File: src/hdl/vpfb_pkg.sv
// Shared constants, types and the color palette of the video port frame buffer.
package vpfb_pkg;

  localparam int unsigned TEXT_COLUMNS_DEF = 80;
  localparam int unsigned TEXT_ROWS_DEF    = 48;
  localparam int unsigned GFX_COLUMNS_DEF  = 320;
  localparam int unsigned GFX_ROWS_DEF     = 240;
  localparam int unsigned STORE_DEPTH_DEF  = 38400;
  localparam int unsigned DIV_WIDTH        = 17;

  typedef enum logic {
    OP_WRITE = 1'b0,
    OP_READ  = 1'b1
  } vpfb_op_e;

  localparam logic [7:0] PORT_DATA    = 8'h50;
  localparam logic [7:0] PORT_ADDR_LO = 8'h51;
  localparam logic [7:0] PORT_ADDR_HI = 8'h52;
  localparam logic [7:0] PORT_MODE    = 8'h53;

  localparam logic [7:0] MODE_TEXT    = 8'h00;
  localparam logic [7:0] MODE_GFX     = 8'h01;
  localparam logic [7:0] NO_DATA      = 8'hFF;

  function automatic logic [23:0] palette(input logic [3:0] idx);
    logic [23:0] rgb;
    case (idx)
      4'h0:    rgb = 24'h000000;
      4'h1:    rgb = 24'h0000c0;
      4'h2:    rgb = 24'h00a000;
      4'h3:    rgb = 24'h00c0c0;
      4'h4:    rgb = 24'ha00000;
      4'h5:    rgb = 24'hc000c0;
      4'h6:    rgb = 24'ha06020;
      4'h7:    rgb = 24'hc0c0c0;
      4'h8:    rgb = 24'h808080;
      4'h9:    rgb = 24'h0000f0;
      4'ha:    rgb = 24'h00f000;
      4'hb:    rgb = 24'h00f0f0;
      4'hc:    rgb = 24'hf00000;
      4'hd:    rgb = 24'hf000f0;
      4'he:    rgb = 24'hf0f000;
      default: rgb = 24'hf0f0f0;
    endcase
    return rgb;
  endfunction

  function automatic logic [15:0] bump(input logic [15:0] a);
    return (a == 16'hFFFF) ? a : a + 16'd1;
  endfunction

endpackage

File: src/hdl/vpfb_cdiv.sv
// Three-stage divider by a constant using a reciprocal multiply and one correction.
module vpfb_cdiv #(
  parameter int unsigned DIVISOR = 160,
  parameter int unsigned WIDTH   = vpfb_pkg::DIV_WIDTH
) (
  input  logic             clk_i,
  input  logic             rst_ni,
  input  logic             start_i,
  input  logic [WIDTH-1:0] dividend_i,
  output logic             done_o,
  output logic [WIDTH-1:0] quotient_o,
  output logic [WIDTH-1:0] remainder_o
);

  localparam int unsigned SHIFT = WIDTH + $clog2(DIVISOR + 1);
  localparam int unsigned RW    = SHIFT + 1;
  localparam int unsigned PW    = WIDTH + RW;
  localparam logic [63:0] RECIP_FULL = (64'd1 << SHIFT) / 64'(DIVISOR);
  localparam logic [RW-1:0] RECIP = RECIP_FULL[RW-1:0];
  localparam logic [WIDTH-1:0] DIV_W = WIDTH'(DIVISOR);

  logic [2:0]         vld_q;
  logic [PW-1:0]      prod_q;
  logic [WIDTH-1:0]   n1_q, n2_q, q2_q, qd_q;
  logic [WIDTH-1:0]   quot_q, rem_q;
  logic [WIDTH-1:0]   q_est;
  logic [2*WIDTH-1:0] qd_full;
  logic [WIDTH-1:0]   r_est;

  assign q_est   = prod_q[SHIFT +: WIDTH];
  assign qd_full = {{WIDTH{1'b0}}, q_est} * {{WIDTH{1'b0}}, DIV_W};
  assign r_est   = n2_q - qd_q;

  always_ff @(posedge clk_i or negedge rst_ni) begin
    if (!rst_ni) begin
      vld_q <= '0;
    end else begin
      vld_q <= {vld_q[1:0], start_i};
    end
  end

  always_ff @(posedge clk_i) begin
    prod_q <= {{RW{1'b0}}, dividend_i} * {{WIDTH{1'b0}}, RECIP};
    n1_q   <= dividend_i;
    qd_q   <= qd_full[WIDTH-1:0];
    q2_q   <= q_est;
    n2_q   <= n1_q;
    if (r_est >= DIV_W) begin
      quot_q <= q2_q + WIDTH'(1);
      rem_q  <= r_est - DIV_W;
    end else begin
      quot_q <= q2_q;
      rem_q  <= r_est;
    end
  end

  assign done_o      = vld_q[2];
  assign quotient_o  = quot_q;
  assign remainder_o = rem_q;

endmodule

File: config.mk
export PLATFORM = sky130hd
export DESIGN_NAME = vpfb_cdiv
export DESIGN_NICKNAME = d
export VERILOG_FILES = /design/src/hdl/vpfb_pkg.sv /design/src/hdl/vpfb_cdiv.sv
export SDC_FILE = /design/constraint.sdc
export NUM_CORES = 1
export LEC_CHECK = 0
export BUFFER_PORTS_ARGS = -buffer_cell sky130_fd_sc_hd__buf_4
export CAP_MARGIN = 30
export CORE_ASPECT_RATIO = 0.6
export CORE_MARGIN = 1.5
export CORE_UTILIZATION = 25
export CTS_BUF_LIST = sky130_fd_sc_hd__clkbuf_8
export DETAILED_ROUTE_END_ITERATION = 6
export SETUP_SLACK_MARGIN = 0.2
export SYNTH_ARGS = -nofsm -noshare
export SYNTH_HDL_FRONTEND = slang
export SYNTH_SLANG_ARGS = --single-unit
File: constraint.sdc
create_clock -name clk_i -period 3.3 [get_ports clk_i]
set_input_delay 0.165 -clock clk_i [delete_from_list [all_inputs] [get_ports clk_i]]
set_output_delay 0.165 -clock clk_i [all_outputs]
set_load 0.01 [all_outputs]
Yosys cells after proc, flatten, opt, wreduce, memory -nomap -nowiden:

Cells that the tools add are included.

* bits in registers: 122
* word-level logic and storage cells: 17

* add/subtract/negate cells: 3
* $mul: 2
* magnitude comparators: 1
* muxes and demuxes: 2

Operators by type and width (number)
* multiplier 17 x 18 -> 35 bit, second input constant: 1
* greater-or-equal comparator 17 x 8 -> 1 bit, second input constant: 1
* 2-to-1 mux 17 bit: 1
* subtractor 17 bit: 1
* subtractor 17 x 8 -> 17 bit, second input constant: 1
* multiplier 10 x 3 -> 12 bit, second input constant: 1
* adder 10 x 1 -> 11 bit, second input constant: 1
* 2-to-1 mux 10 bit: 1

Logic depth before layout (Yosys ltp):

Gate-level depths: netlist of run 1.

* depth after elaboration: 3
* depth in mapped cells: 21
* depth with buffers taken out: 21

Worst setup path before layout of run 1:

Ideal clock, no wire load.

* kind: in2reg
* start point: input dividend_i[15]
* end point: register prod_q[32]
* library setup time: 118 ps
* data arrival time: 4931 ps
* data required time: 3182 ps
* setup slack: -1750 ps
* stages on the path: 19
* path through: inv_1 ha_1 fa_1 fa_1 inv_1 fa_1 inv_1 fa_1 inv_1 fa_1 ha_1 nand4_1 nor3_1 o2111ai_1 a41oi_1 o21ai_0 a21boi_0 a21oi_1 xnor2_1

* longest elaborated chain between the ends: 1

Ends and longest elaborated chain
* from (decl): line vpfb_cdiv.sv:9 `input logic [WIDTH-1:0] dividend_i,`
* multiplier 17 x 18 -> 35 bit: line vpfb_cdiv.sv:43 `prod_q <= {{RW{1'b0}}, dividend_i} * {{WIDTH{1'b0}}, RECIP};`
* to (signal assigned): line vpfb_cdiv.sv:43
* to (decl): line vpfb_cdiv.sv:23 `logic [PW-1:0] prod_q;`

No other way between the ends.
A chain may end at the register's enable or synchronous reset.

Worst setup path after layout of run 1:

Same ends and word-level chain as after synthesis.

==> flow_metrics.tcl, run 1 <==
set metrics [dict create \
    worst_slew_pin_slew_ns 0.770 \
    drt.antenna.violating_nets 0 \
    cts.root.buffer_cell "clkbuf_8" \
    synth.ff_latch_count 95 \
    detail_route.first_pass.iterations 4 \
    portBuffers 48 \
    number_of_global_route_vias_before_repair 5579 \
    achievable-frequency_mhz 209 \
    report.final.setup_viol 11 \
    die_h_um 135 \
    nets 1141 \
    later_pin_clock_latency_in_the_skew_report_ns 0.37 \
    detail_route.iter0.violations 175 \
    die_x_um 222 \
    layout_worst_path_cycle_share 1.45 \
    synth_area_um2 7220 \
    dieArea_um2 30000 \
    clock_tree.buffer_depth 2 \
    timing.clock.skew_ns 0.0126 \
    routed_via_density 4.17 \
    flow.area_growth_from_synthesis_pct 40.4 \
    hold_viol 0 \
    rows 47 \
    cts_num_sinks 95 \
    cp_top_family "adder cells" \
    dominantRegCellSynth "dfxtp_1" \
    setup.worst_path.start_class "primary input" \
    worst_setup_hold_path_clk_slew_ns 0.09 \
    critical_path.slowest_cell "fa_2" \
    cap_viol_max_count 0 \
    cts_tree "done" \
    drc 0 \
    synth_top_cells_by_area "dfxtp_1 25%, ha_1 25%, fa_1 17%" \
    cpPeakStageDelay_ns 0.57 \
    route.vias.total 5375 \
    maxSlewHeadroom 0.487 \
    violations "setup timing" \
    final.min_clock_period_ns 4.79 \
    syn-instance-count 704 \
    global_route.usage.total 0.128 \
    drt-wirelength-per-cell_um 14.1 \
    critPathLaunch "dividend_i[15]" \
    synth_sequential_area_ratio 0.265 \
    netlist.area_leader.share 0.255 \
    grt_max_degree 16 \
    finalMaxSlewViolations 0 \
    numCtsBuffers 9 \
    num_io_pins 55 \
    crit_required_ns 3.59 \
    hp-class "in -> reg" \
    postSynth.asyncResetShare 0.0316 \
    wirelength_mm 18.2 \
    setup.worst_path.end_class "register" \
    fillerInstances 2767 \
    drive_gt1_frac 0.353 \
    cells_along_the_critical_path "buf_8 -> inv_4 -> ha_4 -> fa_2 -> inv_2 -> fa_2 -> ha_4 -> a21o_1 -> buf_4 -> fa_1 -> fa_1 -> ha_4 -> nand4_1 -> buf_6 -> nor4_4 -> a31oi_2 -> a41oi_2 -> o21ai_2 -> a21boi_2 -> a21oi_1 -> xnor2_1" \
    yosysTopAreaCell "dfxtp_1" \
    setup.worst_path.class "in -> reg" \
    run_status "complete, but fails checks" \
    finalWeightedCongestion 0.863 \
    grt_setup_unrepaired "yes" \
    grt_antenna_before_repair 0 \
    library_cells_used_by_synthesis 54 \
    worst-path-max-fanout 3 \
    yosys_warnings 0 \
    per_instance_average_area_after_synthesis_um2 10.3 \
    worst_hold_startpoint "dividend_i[14]" \
    coreArea_um2 28000 \
    reg2reg_from "qd_q[5]$_DFF_P_" \
    worst-endpoint-arrival_ns 5.09 \
    crit_path_frequent_cell "ha_4" \
    fin_tns_setup_ns -13.09 \
    global_route.overflow_total 0 \
    effective_utilization_at_floorplan 0.258 \
    worstPathBufferInverterCount 5 \
    grt_first_pass_wirelength_mm 29.7 \
    num_antenna_cells 0 \
    clock_tree.htree_level_count 3 \
    sum_of_net_half_perimeters_after_detailed_placement_mm 15.6 \
    post-route-worst-setup-slack_ns -1.49 \
    count_of_flip_flops_with_a_built_in_enable_after_synthesis 0 \
]
[through the flow]
stage	util	hold WS (ns)	instances	cell area [µm²]	worst slack [ns]
after floorplan	-	-0.131	709	7600	-1.28
after global placement	0.334	-0.0464	1245	9340	-1.79
after detailed placement	0.334	-0.0430	1245	9340	-1.90
after CTS	0.357	0.000151	1283	9990	-1.42
after global routing	0.362	0.0000843	1288	10100	-1.64
final	0.362	0.0228	1288	10100	-1.49
[final cells by class]
| cell class | instances | area, µm² | share of cell area |
|---|---|---|---|
| clock inverters | 5 | 56.3 | 0.00555 |
| well taps | 367 | 459 | 0.0453 |
| repair buffers | 204 | 1640 | 0.162 |
| multi-input cells | 463 | 5380 | 0.530 |
| clock buffers | 10 | 138 | 0.0136 |
| flip-flops and latches | 95 | 1920 | 0.189 |
| inverters | 144 | 551 | 0.0543 |
[path summary, 6_finish.rpt]
kind                                         end  slack, ns  cells after the start
hold reg to reg                 n2_q[10]$_DFF_P_       0.33                      0
setup / recovery              prod_q[32]$_DFF_P_      -1.49                     21
hold / removal                  n1_q[14]$_DFF_P_       0.02                      2
min in group asynchronous     vld_q[1]$_DFF_PN0_       0.11                      2
setup reg to reg           quotient_o[1]$_DFF_P_      -0.03                     12
max in group asynchronous     vld_q[2]$_DFF_PN0_       3.09                      2
[cells by family after synthesis]
family / share of synthesized area
and+or+nand+nor: 0.0830
DFF: 0.265
buffers and inverters: 0.0826
adders and majority gates: 0.416
other: 0.000519
AOI/OAI and AO/OA: 0.0852
muxes: 0.00935
xor gates and xnor gates: 0.0582
[synthesized netlist by cell type (2+ instances only)]
master	number
ha_1	144
inv_1	144
dfxtp_1	92
fa_1	60
a21oi_1	29
xnor2_1	29
nor2_1	23
xor2_1	19
nand2_1	17
nor3_1	16
a21o_1	15
nand3_1	10
nand2b_1	9
o21ai_0	7
a211oi_1	6
buf_4	6
nand4_1	6
o21bai_1	6
nor4_1	5
or3_1	5
a31oi_1	4
and3_1	4
nor2b_1	4
dfrtp_1	3
mux2i_1	3
o211ai_1	3
a2111oi_0	2
and2_1	2
mux2_2	2
o21a_1	2
o31ai_1	2
or2_2	2
or4_1	2
[repair_timing]
action                                  4_1_cts  5_1_grt
endpoints found under the setup margin       30       33
gates cloned                                  2        0
hold endpoints to repair                      8        1
setup buffers                                15        4
resized for setup                            50       24
pin swaps                                    40       12
hold buffers                                  6        1
[per-layer routing]
layer	global-route usage	part of all wire	routed length, µm
met5	0	0	0
met4	0.0178	0.0067	121
met3	0.0307	0.045	816
met2	0.188	0.40	7220
met1	0.192	0.55	10000
[state kept, by name, summed over array words and instances, names as in the netlist]
signal and flops:
n2_q 17, q2_q 8, vld_q 3, quotient_o 11, n1_q 17, prod_q 10
qd_q 12, remainder_o 17
[cells in the final DEF (no fill, tap or decap), types with 4 or more instances in the layout]
master and n:
inv_2 17, nand4_1 6, buf_4 181, a21oi_1 24, and3_1 4, nor2_1 18, or3_1 4, dfxtp_1 91
fa_1 49, inv_1 126, xnor2_2 7, clkbuf_8 10, ha_1 121, ha_4 20, xnor2_1 22, conb_1 6
a21oi_2 5, a21o_1 15, buf_6 12, nand2_1 16, nor3_2 4, nor3_1 6, nand3_1 10, nor3_4 6
xor2_1 19, nand2b_1 8, o21bai_1 6, dlygate4sd3_1 7, o21ai_0 6, nor2_4 5, fa_2 11
Power of run 1 is not shown: default switching activity piles up to over one toggle a cycle in this logic, so the estimate is an artifact.
==> run 2: changes to the inputs <==
CORE_UTILIZATION = 32   (was 25)
TNS_END_PERCENT = 5   (was unset)
==> run 2 against run 1 <==
The run still ends with setup timing left. Clock-buffer cell count decreased by 1. Utilization increased by 7.2 points. Clock skew increased by 0.00085 ns.
==> flow_metrics.tcl, run 2 (synthesized netlist as in run 1, its figures left out) <==
set metrics [dict create \
    run_status "complete, but fails checks" \
    violations "setup timing" \
    crit_required_ns 3.56 \
    hold_path_depth 2 \
    setup.worst_path.end_class "register" \
    nets 1125 \
    grt_first_pass_wirelength_mm 27.9 \
    route.vias.total 5227 \
    clock_tree.buffer_depth 2 \
    portBuffers 48 \
    numCtsBuffers 9 \
    num_antenna_cells 0 \
    grt_antenna_before_repair 0 \
    drc 0 \
    layout.cell_area.non_filler_um2 9600 \
    grt_max_degree 19 \
    maxSlewHeadroom 0.636 \
    worst_hold_startpoint "dividend_i[5]" \
    timing.reg2reg.worst_path_depth 11 \
    report.final.setup_viol 11 \
    drt.antenna.violating_nets 0 \
    worst-endpoint-arrival_ns 4.84 \
    timing.clock.skew_ns 0.0134 \
    rows 42 \
    timing.hold.ws_ns 0.0224 \
    worst-path-max-fanout 3 \
    die_x_um 197 \
    placement_stage_cell_area_um2 9000 \
    hold_viol 0 \
    setup.worst_path.start_class "primary input" \
    fin_tns_setup_ns -11.53 \
    achievable-frequency_mhz 218 \
    flow.area_growth_from_synthesis_pct 32.9 \
    die_h_um 119 \
    detail_route.first_pass.iterations 4 \
    later_pin_clock_latency_in_the_skew_report_ns 0.37 \
    post-route-worst-setup-slack_ns -1.28 \
    cells_along_the_critical_path "buf_4 -> ha_4 -> fa_1 -> fa_2 -> fa_1 -> xnor2_1 -> ha_1 -> inv_1 -> fa_1 -> inv_2 -> ha_4 -> nand4_1 -> nor3_2 -> o2111ai_2 -> a41oi_2 -> o21ai_2 -> a21boi_1 -> a21oi_1 -> xnor2_1" \
    drive_gt1_frac 0.304 \
    dieArea_um2 23500 \
    layout_worst_path_cycle_share 1.39 \
    worst_setup_hold_path_clk_slew_ns 0.09 \
    cpPeakStageDelay_ns 0.60 \
    sum_of_net_half_perimeters_after_detailed_placement_mm 15.1 \
    finalWeightedCongestion 0.931 \
    reg2reg_from "qd_q[5]$_DFF_P_" \
    cap_viol_max_count 0 \
    final.min_clock_period_ns 4.58 \
    cts_num_sinks 95 \
    cts.root.buffer_cell "clkbuf_8" \
    clock_tree.htree_level_count 3 \
    num_io_pins 55 \
    worst_slew_pin_slew_ns 0.543 \
    layout_commonest_cell "buf_4" \
    detail_route.iter0.violations 267 \
    drt-wirelength-per-cell_um 14.5 \
    critPathLaunch "dividend_i[10]" \
    dp_worst_setup_slack_ns -1.84 \
    critical_path.slowest_cell "fa_2" \
    grt_setup_unrepaired "yes" \
    finalMaxSlewViolations 0 \
    setup.worst_path.class "in -> reg" \
    global_route.usage.total 0.156 \
    crit_path_frequent_cell "fa_1" \
    hp-class "in -> reg" \
    effective_utilization_at_floorplan 0.327 \
    commonest_non_fill_non_tap_cells_in_the_layout "174 x buf_4, 131 x inv_1, 125 x ha_1, 91 x dfxtp_1, 49 x fa_1" \
    global_route.overflow_total 0 \
    routed_via_density 4.39 \
    wirelength_mm 17.3 \
    cts_tree "done" \
    coreArea_um2 22100 \
    number_of_global_route_vias_before_repair 5303 \
]
==> run 2: path summary, 6_finish.rpt <==
path                                              end  slack [ns]
worst min-delay path                  n1_q[5]$_DFF_P_        0.02
min in group asynchronous          vld_q[0]$_DFF_PN0_        0.12
worst max register to register  quotient_o[1]$_DFF_P_       -0.03
worst max-delay path               prod_q[32]$_DFF_P_       -1.28
max in group asynchronous          vld_q[2]$_DFF_PN0_        3.09
worst min register to register        n2_q[2]$_DFF_P_        0.32
==> run 2: layer usage <==
metal  track usage  vias up  part of all wire
li1              -     2719                 -
met1         0.240     2404              0.54
met2         0.216       95              0.39
met3        0.0473        9             0.072
met4        0.0210        0            0.0045
met5             0        -                 0
==> run 2: critical path: cells and delay by family <==
kind / cells / cell delay (ns)
fa+ha+maj: 7 / 2.87
compound gates: 5 / 0.83
simple gates: 2 / 0.47
buf+inv: 3 / 0.23
xor+xnor: 2 / 0.28
==> run 2: cell type report <==
type	instances	area (µm²)
inverter	144	546
multi-input combinational	463	5090
clock inverter	7	88.8
tap	286	358
clock buffer	9	124
sequential	95	1920
fill	2131	12500
timing repair buffer	188	1470
==> run 2: repair_timing <==
| action | CTS | global route |
|---|---|---|
| endpoints found under the hold margin | 9 | 0 |
| pin swaps | 30 | 21 |
| cloned | 0 | 0 |
| setup endpoints to repair | 33 | 33 |
| gates resized for setup | 30 | 20 |
| hold buffers | 7 | 0 |
| buffers inserted | 8 | 0 |
==> run 2: stage by stage <==
step                utilization  cells
global route              0.435   1192
global placement          0.408   1161
detailed placement        0.408   1161
CTS                       0.430   1192
floorplan                     -    709
finish                    0.435   1192
Power of run 2 is left out for the same reason.
